File: config.mk
export PLATFORM = sky130hd
export DESIGN_NAME = bc1_block_decoder
export DESIGN_NICKNAME = d
export VERILOG_FILES = /design/src/rtl/bc1_pkg.sv /design/src/rtl/bc1_front.sv /design/src/rtl/bc1_queue.sv /design/src/rtl/bc1_back.sv /design/src/rtl/bc1_block_decoder.sv
export SDC_FILE = /design/constraint.sdc
export NUM_CORES = 1
export LEC_CHECK = 0
export BUFFER_PORTS_ARGS = -buffer_cell sky130_fd_sc_hd__buf_2
export CORE_MARGIN = 2
export CORE_UTILIZATION = 64
export CTS_CLUSTER_DIAMETER = 80
export DETAILED_ROUTE_END_ITERATION = 8
export HOLD_SLACK_MARGIN = 0.12
export PLACE_DENSITY = 0.82
export SETUP_SLACK_MARGIN = 0.15
export SLEW_MARGIN = 10
export SYNTH_ARGS = -nofsm -noshare
export SYNTH_HDL_FRONTEND = slang
export SYNTH_SLANG_ARGS = --single-unit
File: constraint.sdc
create_clock -name clk -period 9.5 [get_ports clk]
set_input_delay 0.475 -clock clk [delete_from_list [all_inputs] [get_ports clk]]
set_output_delay 0.475 -clock clk [all_outputs]
set_load 0.05 [all_outputs]
File: src/rtl/bc1_pkg.sv
// Shared types and arithmetic helpers for the BC1 block decoder.
// Used by every module of the decoder; depends on nothing.
`default_nettype none

package bc1_pkg;

    // Depth of the queue between the front and the back part
    localparam int QUEUE_DEPTH = 2;
    localparam int PIXELS_PER_BLOCK = 16;
    localparam logic [7:0] ALPHA_OPAQUE = 8'hFF;

    typedef struct packed {
        logic [15:0] endpoint_zero;
        logic [15:0] endpoint_one;
        logic [31:0] index_bits;
    } block_word_t;

    typedef struct packed {
        logic [7:0] red;
        logic [7:0] green;
        logic [7:0] blue;
        logic [7:0] alpha;
        logic [1:0] pixel_row;
        logic [1:0] pixel_column;
        logic       last_pixel;
    } pixel_word_t;

    typedef struct packed {
        logic [7:0] red;
        logic [7:0] green;
        logic [7:0] blue;
    } color_t;

    // Block after endpoint expansion and mode classification
    typedef struct packed {
        color_t      c0;
        color_t      c1;
        logic        four;
        logic [31:0] index_bits;
    } decoded_t;

    // v*255/31, truncated: 8v plus floor(7v/31), found by thresholds
    function automatic logic [7:0] widen5(input logic [4:0] v);
        logic [2:0] frac;
        begin
            frac = 3'(v >= 5'd5) + 3'(v >= 5'd9) + 3'(v >= 5'd14) + 3'(v >= 5'd18)
                 + 3'(v >= 5'd23) + 3'(v >= 5'd27) + 3'(v >= 5'd31);
            widen5 = {v, 3'b000} + {5'd0, frac};
        end
    endfunction

    // v*255/63, truncated: 4v plus floor(v/21)
    function automatic logic [7:0] widen6(input logic [5:0] v);
        logic [1:0] frac;
        begin
            frac = 2'(v >= 6'd21) + 2'(v >= 6'd42) + 2'(v >= 6'd63);
            widen6 = {v, 2'b00} + {6'd0, frac};
        end
    endfunction

    function automatic color_t unpack565(input logic [15:0] c);
        color_t col;
        begin
            col.red   = widen5(c[15:11]);
            col.green = widen6(c[10:5]);
            col.blue  = widen5(c[4:0]);
            unpack565 = col;
        end
    endfunction

    // floor(x/3) for x below 768: multiply by 683, drop 11 bits
    function automatic logic [7:0] div3(input logic [9:0] x);
        logic [19:0] prod;
        begin
            prod = {10'd0, x} * 20'd683;
            div3 = prod[18:11];
        end
    endfunction

endpackage

`default_nettype wire

File: src/rtl/bc1_front.sv
// Front part of the BC1 decoder: accepts block words, expands endpoints, picks the mode.
// Depends on bc1_pkg.
`default_nettype none

module bc1_front (
    input  wire logic                 clk,
    input  wire logic                 rst_n,
    input  wire logic                 push,
    output logic                      full,
    input  wire bc1_pkg::block_word_t block,
    output logic                      q_push,
    input  wire logic                 q_full,
    output bc1_pkg::decoded_t         q_data
);

    logic              valid_reg;
    logic              valid_next;
    bc1_pkg::decoded_t data_reg;
    bc1_pkg::decoded_t data_next;
    logic              accept;

    assign q_push = valid_reg && !q_full;
    assign full   = valid_reg && q_full;
    assign accept = push && !full;
    assign q_data = data_reg;

    always_comb
    begin
        valid_next = valid_reg;
        if (accept)
        begin
            valid_next = 1'b1;
        end
        else if (q_push)
        begin
            valid_next = 1'b0;
        end
    end

    always_comb
    begin
        data_next            = data_reg;
        if (accept)
        begin
            data_next.c0         = bc1_pkg::unpack565(block.endpoint_zero);
            data_next.c1         = bc1_pkg::unpack565(block.endpoint_one);
            // strict compare: equal endpoints mean three-color mode
            data_next.four       = block.endpoint_zero > block.endpoint_one;
            data_next.index_bits = block.index_bits;
        end
    end

    always_ff @(posedge clk or negedge rst_n)
    begin
        if (!rst_n)
        begin
            valid_reg <= 1'b0;
        end
        else
        begin
            valid_reg <= valid_next;
        end
    end

    always_ff @(posedge clk)
    begin
        data_reg <= data_next;
    end

endmodule

`default_nettype wire

File: src/rtl/bc1_queue.sv
// Short register queue of decoded blocks between the front and back parts.
// Depends on bc1_pkg.
`default_nettype none

module bc1_queue (
    input  wire logic               clk,
    input  wire logic               rst_n,
    input  wire logic               wr_en,
    input  wire bc1_pkg::decoded_t  wr_data,
    output logic                    is_full,
    input  wire logic               rd_en,
    output logic                    rd_valid,
    output bc1_pkg::decoded_t       rd_data
);

    localparam int PTR_W = (bc1_pkg::QUEUE_DEPTH > 1) ? $clog2(bc1_pkg::QUEUE_DEPTH) : 1;
    localparam int CNT_W = $clog2(bc1_pkg::QUEUE_DEPTH + 1);
    localparam logic [PTR_W-1:0] LAST_PTR = PTR_W'(bc1_pkg::QUEUE_DEPTH - 1);
    localparam logic [CNT_W-1:0] DEPTH_CNT = CNT_W'(bc1_pkg::QUEUE_DEPTH);

    bc1_pkg::decoded_t entry_reg [bc1_pkg::QUEUE_DEPTH];
    logic [PTR_W-1:0]  wr_ptr_reg;
    logic [PTR_W-1:0]  wr_ptr_next;
    logic [PTR_W-1:0]  rd_ptr_reg;
    logic [PTR_W-1:0]  rd_ptr_next;
    logic [CNT_W-1:0]  count_reg;
    logic [CNT_W-1:0]  count_next;
    logic              do_wr;
    logic              do_rd;

    assign is_full  = count_reg == DEPTH_CNT;
    assign rd_valid = count_reg != '0;
    assign rd_data  = entry_reg[rd_ptr_reg];
    assign do_wr    = wr_en && !is_full;
    assign do_rd    = rd_en && rd_valid;

    always_comb
    begin
        wr_ptr_next = wr_ptr_reg;
        rd_ptr_next = rd_ptr_reg;
        count_next  = count_reg;
        if (do_wr)
        begin
            wr_ptr_next = (wr_ptr_reg == LAST_PTR) ? '0 : wr_ptr_reg + 1'b1;
        end
        if (do_rd)
        begin
            rd_ptr_next = (rd_ptr_reg == LAST_PTR) ? '0 : rd_ptr_reg + 1'b1;
        end
        if (do_wr && !do_rd)
        begin
            count_next = count_reg + 1'b1;
        end
        else if (do_rd && !do_wr)
        begin
            count_next = count_reg - 1'b1;
        end
    end

    always_ff @(posedge clk or negedge rst_n)
    begin
        if (!rst_n)
        begin
            wr_ptr_reg <= '0;
            rd_ptr_reg <= '0;
            count_reg  <= '0;
        end
        else
        begin
            wr_ptr_reg <= wr_ptr_next;
            rd_ptr_reg <= rd_ptr_next;
            count_reg  <= count_next;
        end
    end

    always_ff @(posedge clk)
    begin
        if (do_wr)
        begin
            entry_reg[wr_ptr_reg] <= wr_data;
        end
    end

endmodule

`default_nettype wire

File: src/rtl/bc1_back.sv
// Back part of the BC1 decoder: builds the palette and emits sixteen pixel words.
// Depends on bc1_pkg.
`default_nettype none

module bc1_back (
    input  wire logic                 clk,
    input  wire logic                 rst_n,
    input  wire logic                 q_valid,
    input  wire bc1_pkg::decoded_t    q_data,
    output logic                      q_pop,
    output logic                      empty,
    input  wire logic                 pop,
    output bc1_pkg::pixel_word_t      pixel
);

    localparam int CNT_W = $clog2(bc1_pkg::PIXELS_PER_BLOCK);
    localparam logic [CNT_W-1:0] LAST_CNT = CNT_W'(bc1_pkg::PIXELS_PER_BLOCK - 1);

    bc1_pkg::color_t      pal_reg [4];
    bc1_pkg::color_t      pal_next [4];
    logic                 four_reg;
    logic [31:0]          idx_reg;
    logic [CNT_W-1:0]     cnt_reg;
    logic [CNT_W-1:0]     cnt_next;
    logic                 busy_reg;
    logic                 busy_next;
    bc1_pkg::pixel_word_t out_reg;
    bc1_pkg::pixel_word_t out_next;
    logic                 out_valid_reg;
    logic                 out_valid_next;
    logic                 advance;
    logic                 emit;
    logic                 is_last;
    logic                 load;
    logic [1:0]           sel;

    assign advance = !out_valid_reg || pop;
    assign emit    = busy_reg && advance;
    assign is_last = cnt_reg == LAST_CNT;
    assign load    = q_valid && (!busy_reg || (emit && is_last));
    assign q_pop   = load;
    assign empty   = !out_valid_reg;
    assign pixel   = out_reg;
    assign sel     = idx_reg[{cnt_reg, 1'b0} +: 2];

    // Palette from the queue head: interpolate per channel; entry 3 is black in three-color mode
    always_comb
    begin
        logic [9:0] a;
        logic [9:0] b;
        logic [9:0] sum_a;
        logic [9:0] sum_b;
        logic [8:0] half;
        pal_next[0] = q_data.c0;
        pal_next[1] = q_data.c1;
        pal_next[2] = '0;
        pal_next[3] = '0;
        for (int ch = 0; ch < 3; ch++)
        begin
            a     = {2'b00, q_data.c0[ch*8 +: 8]};
            b     = {2'b00, q_data.c1[ch*8 +: 8]};
            sum_a = (a << 1) + b + 10'd1;
            sum_b = a + (b << 1) + 10'd1;
            half  = a[8:0] + b[8:0];
            if (q_data.four)
            begin
                pal_next[2][ch*8 +: 8] = bc1_pkg::div3(sum_a);
                pal_next[3][ch*8 +: 8] = bc1_pkg::div3(sum_b);
            end
            else
            begin
                pal_next[2][ch*8 +: 8] = half[8:1];
                pal_next[3][ch*8 +: 8] = 8'd0;
            end
        end
    end

    always_comb
    begin
        busy_next = busy_reg;
        cnt_next  = cnt_reg;
        if (load)
        begin
            busy_next = 1'b1;
            cnt_next  = '0;
        end
        else if (emit)
        begin
            if (is_last)
            begin
                busy_next = 1'b0;
            end
            cnt_next = cnt_reg + 1'b1;
        end
    end

    always_comb
    begin
        out_next       = out_reg;
        out_valid_next = out_valid_reg;
        if (emit)
        begin
            out_next.red          = pal_reg[sel].red;
            out_next.green        = pal_reg[sel].green;
            out_next.blue         = pal_reg[sel].blue;
            // transparent black on index 3 in three-color mode
            out_next.alpha        = (sel == 2'd3 && !four_reg) ? 8'd0 : bc1_pkg::ALPHA_OPAQUE;
            out_next.pixel_row    = cnt_reg[3:2];
            out_next.pixel_column = cnt_reg[1:0];
            out_next.last_pixel   = is_last;
            out_valid_next        = 1'b1;
        end
        else if (pop)
        begin
            out_valid_next = 1'b0;
        end
    end

    always_ff @(posedge clk or negedge rst_n)
    begin
        if (!rst_n)
        begin
            busy_reg      <= 1'b0;
            cnt_reg       <= '0;
            out_valid_reg <= 1'b0;
        end
        else
        begin
            busy_reg      <= busy_next;
            cnt_reg       <= cnt_next;
            out_valid_reg <= out_valid_next;
        end
    end

    always_ff @(posedge clk)
    begin
        out_reg <= out_next;
        if (load)
        begin
            pal_reg  <= pal_next;
            four_reg <= q_data.four;
            idx_reg  <= q_data.index_bits;
        end
    end

endmodule

`default_nettype wire

File: src/rtl/bc1_block_decoder.sv
// BC1 (DXT1) block decoder, top level: front part, block queue, back part.
// Depends on bc1_pkg, bc1_front, bc1_queue and bc1_back.
//
// Input channel: a block word (two RGB565 endpoints and sixteen 2-bit
// indices) is taken at a clock edge with push high and full low.
// Output channel: sixteen pixel words per block, raster order within the
// 4x4 block, the sixteenth marked by last_pixel. The oldest pixel word
// stands on pixel while empty is low and is taken at an edge with pop high.
// Into an idle decoder, a block passes the front register, the block queue
// and the back part's palette register before its first pixel word shows.
// Throughput: one pixel word per cycle while the receiver pops, via the back
// part's single pixel output register. The front register and a two-entry
// block queue take up to three further blocks while one is being emitted.
// When the receiver stalls, the pixel word holds, the back part stops, and
// full rises once the queue and the front register are occupied.
// Reset clears all valid state: full and empty report an empty decoder.
`default_nettype none

module bc1_block_decoder (
    input  wire logic                 clk,
    input  wire logic                 rst_n,
    input  wire logic                 push,
    output logic                      full,
    input  wire bc1_pkg::block_word_t block,
    output logic                      empty,
    input  wire logic                 pop,
    output bc1_pkg::pixel_word_t      pixel
);

    logic              fq_push;
    logic              fq_full;
    bc1_pkg::decoded_t fq_data;
    logic              qb_valid;
    logic              qb_pop;
    bc1_pkg::decoded_t qb_data;

    bc1_front u_front (
        .clk    (clk),
        .rst_n  (rst_n),
        .push   (push),
        .full   (full),
        .block  (block),
        .q_push (fq_push),
        .q_full (fq_full),
        .q_data (fq_data)
    );

    bc1_queue u_queue (
        .clk      (clk),
        .rst_n    (rst_n),
        .wr_en    (fq_push),
        .wr_data  (fq_data),
        .is_full  (fq_full),
        .rd_en    (qb_pop),
        .rd_valid (qb_valid),
        .rd_data  (qb_data)
    );

    bc1_back u_back (
        .clk     (clk),
        .rst_n   (rst_n),
        .q_valid (qb_valid),
        .q_data  (qb_data),
        .q_pop   (qb_pop),
        .empty   (empty),
        .pop     (pop),
        .pixel   (pixel)
    );

endmodule

`default_nettype wire

==> impl_metrics.json <==
{
  "drv_cap": 0,
  "setup_tns_ps": 0,
  "antenna_left": 0,
  "synth_fp_nets": 2873,
  "synthesis.instances": 2217,
  "clock-sinks": 413,
  "cpMaxStageDelayCell": "dfrtp_4",
  "tritoncts": "yes",
  "clock_path_buffers": 3,
  "post_cts_resized": 0,
  "num_vias": 17561,
  "arrival_ps": 8510,
  "htreeDepth": 2,
  "cts_hold_buf": 36,
  "outcome": "finished, final reports clean",
  "grt_max_degree": 82,
  "layout_commonest_cell": "ha_1",
  "syn-cell-area_um2": 28500,
  "cts_buffers": 43,
  "antenna_found_initial": 9,
  "worst_slew_pin_slew_ps": 1130,
  "hold_class": "in -> reg",
  "wire_per_inst_um": 19.7,
  "largest_reg_flops": 162,
  "required_ps": 9780,
  "setup_viol": 0,
  "grt_pass1_vias": 18773,
  "syn_area_per_cell_um2": 12.9,
  "mostFrequentLayoutCells": "ha_1, edfxtp_1, inv_1, fa_1, buf_2",
  "finalWirelength_mm": 59.3,
  "hold_viol": 0,
  "end_kind": "flip-flop",
  "gp_congestion": 0.946,
  "fmax_mhz": 121,
  "synth_seq_cells": 413,
  "via_per_inst": 5.84,
  "port_buffers": 106,
  "grt-ovfl-total": 0,
  "crit_buf_inv": 4,
  "initial_utilization": 0.646,
  "critPathMaxStageDelay_ps": 880,
  "synth_edf_count": 402,
  "grt_usage": 0.266,
  "post-route-min-period_ps": 8230,
  "first_iter_violations": 1169,
  "path_clk_slew_ps": 60,
  "slew_headroom": 0.244,
  "drc": 0,
  "ctsRootBufferMaster": "clkbuf_16",
  "rsz0062_at_grt": "false",
  "die_x_um": 215,
  "core_area_um2": 44100,
  "grt_pass1_wl_mm": 96.9,
  "drv_slew": 0,
  "clk_latency_ps": 560,
  "row_count": 77,
  "synthDistinctLibCells": 72,
  "drive_gt1_frac": 0.127,
  "skew_ps": 18.4,
  "cpLargestDelayFamily": "adder cells",
  "synth_flop_cell": "edfxtp_1",
  "hpwl_mm": 43.9,
  "cp_max_fo": 48,
  "fin_crit_sh": 0.867,
  "ys_warn_count": 0,
  "area_delta_synth_final_pct": 10.3,
  "die_area_um2": 46300,
  "crit_path_start_kind": "flip-flop",
  "dp_slack_ps": 1340,
  "drt_first_pass_iters": 5,
  "post_cts_buffers": 0,
  "path_class": "reg -> reg",
  "synth_seq_area_share": 0.433,
  "die_h_um": 215,
  "nets": 3035,
  "ioPinCount": 107,
  "worst_slack_ps": 1270,
  "async_flop_share": 0.0266
}
path summary, 6_finish.rpt:
kind,start,end,slack [ps],cells past startpoint
setup reg to reg,u_queue.rd_ptr_reg$_DFFE_PN0P_,u_back.pal_reg[39]$_DFFE_PP_,1270,27
setup / recovery,u_queue.rd_ptr_reg$_DFFE_PN0P_,u_back.pal_reg[39]$_DFFE_PP_,1270,27
hold / removal,block[36],u_front.q_data[40]$_DFFE_PP_,160,1
min in group asynchronous,rst_n,u_back.cnt_reg[2]$_DFFE_PN0P_,320,2
hold reg to reg,u_front.q_data[34]$_DFFE_PP_,u_queue.entry_reg[1][34]$_DFFE_PP_,440,0
max in group asynchronous,rst_n,u_queue.rd_ptr_reg$_DFFE_PN0P_,8940,2
layout make-up:
type	instances	area (µm²)
clock inverter	27	255
timing repair buffer	148	936
inverter	333	1250
sequential	413	12400
multi-input combinational	1440	14800
clock buffer	50	1100
antenna	4	10.0
fill	2922	12700
tap	592	741
metal layers:
metal | routed length (µm) | share of wire | track usage | up-vias
met5 | 57 | 0.00096 | 0 | -
met4 | 1570 | 0.026 | 0.0791 | 10
met3 | 3300 | 0.056 | 0.0426 | 121
met2 | 29200 | 0.49 | 0.456 | 537
met1 | 25100 | 0.42 | 0.351 | 8623
li1 | - | - | - | 8270
cells by family after synthesis:
group / Yosys count / synth area share
flip-flops: 413 / 0.433
AND/OR/NAND/NOR: 301 / 0.0509
multiplexers: 118 / 0.0596
other: 1 / 0.000131
XOR/XNOR: 139 / 0.0432
adder cells (fa/ha/maj): 588 / 0.296
AO/OA/AOI/OAI: 293 / 0.0677
buffers and inverters: 364 / 0.0495
synth_stat cells, types with 5 or more instances:
cell type	number	area, µm²
a211oi_1	15	113
a21o_1	25	188
a21oi_1	80	400
a31oi_1	11	68.8
and2_1	10	62.6
and3_1	10	62.6
buf_1	5	18.8
buf_4	7	52.6
clkbuf_1	13	48.8
dfrtp_1	11	275
edfxtp_1	402	12100
fa_1	145	2900
ha_1	443	5540
inv_1	328	1230
mux2_2	73	822
mux2i_1	10	100
mux4_2	34	766
nand2_1	60	225
nand2b_1	17	106
nand3_1	34	170
nand3b_1	6	45.0
nand4_1	14	87.6
nor2_1	87	327
nor2b_1	12	75.1
nor3_1	31	155
o21a_1	23	173
o21ai_0	58	290
o21ai_1	8	40.0
o21bai_1	16	120
o31ai_1	12	90.1
o41a_1	5	56.3
or2_2	5	31.3
or3_1	8	50.1
xnor2_1	90	788
xor2_1	48	420
metrics by stage:
step | cells | hold slack [ps] | util | cell area (µm²)
5_1_grt | 3005 | 137 | 0.713 | 31400
4_1_cts | 3003 | 125 | 0.712 | 31400
6_report | 3007 | 158 | 0.713 | 31400
3_3_place_gp | 2890 | 360 | 0.673 | 29700
3_5_place_dp | 2890 | 360 | 0.673 | 29700
2_1_floorplan | 2217 | 179 | - | 28500
Power is not shown: default switching activity piles up to over one toggle a cycle in this logic, so the estimate is an artifact.
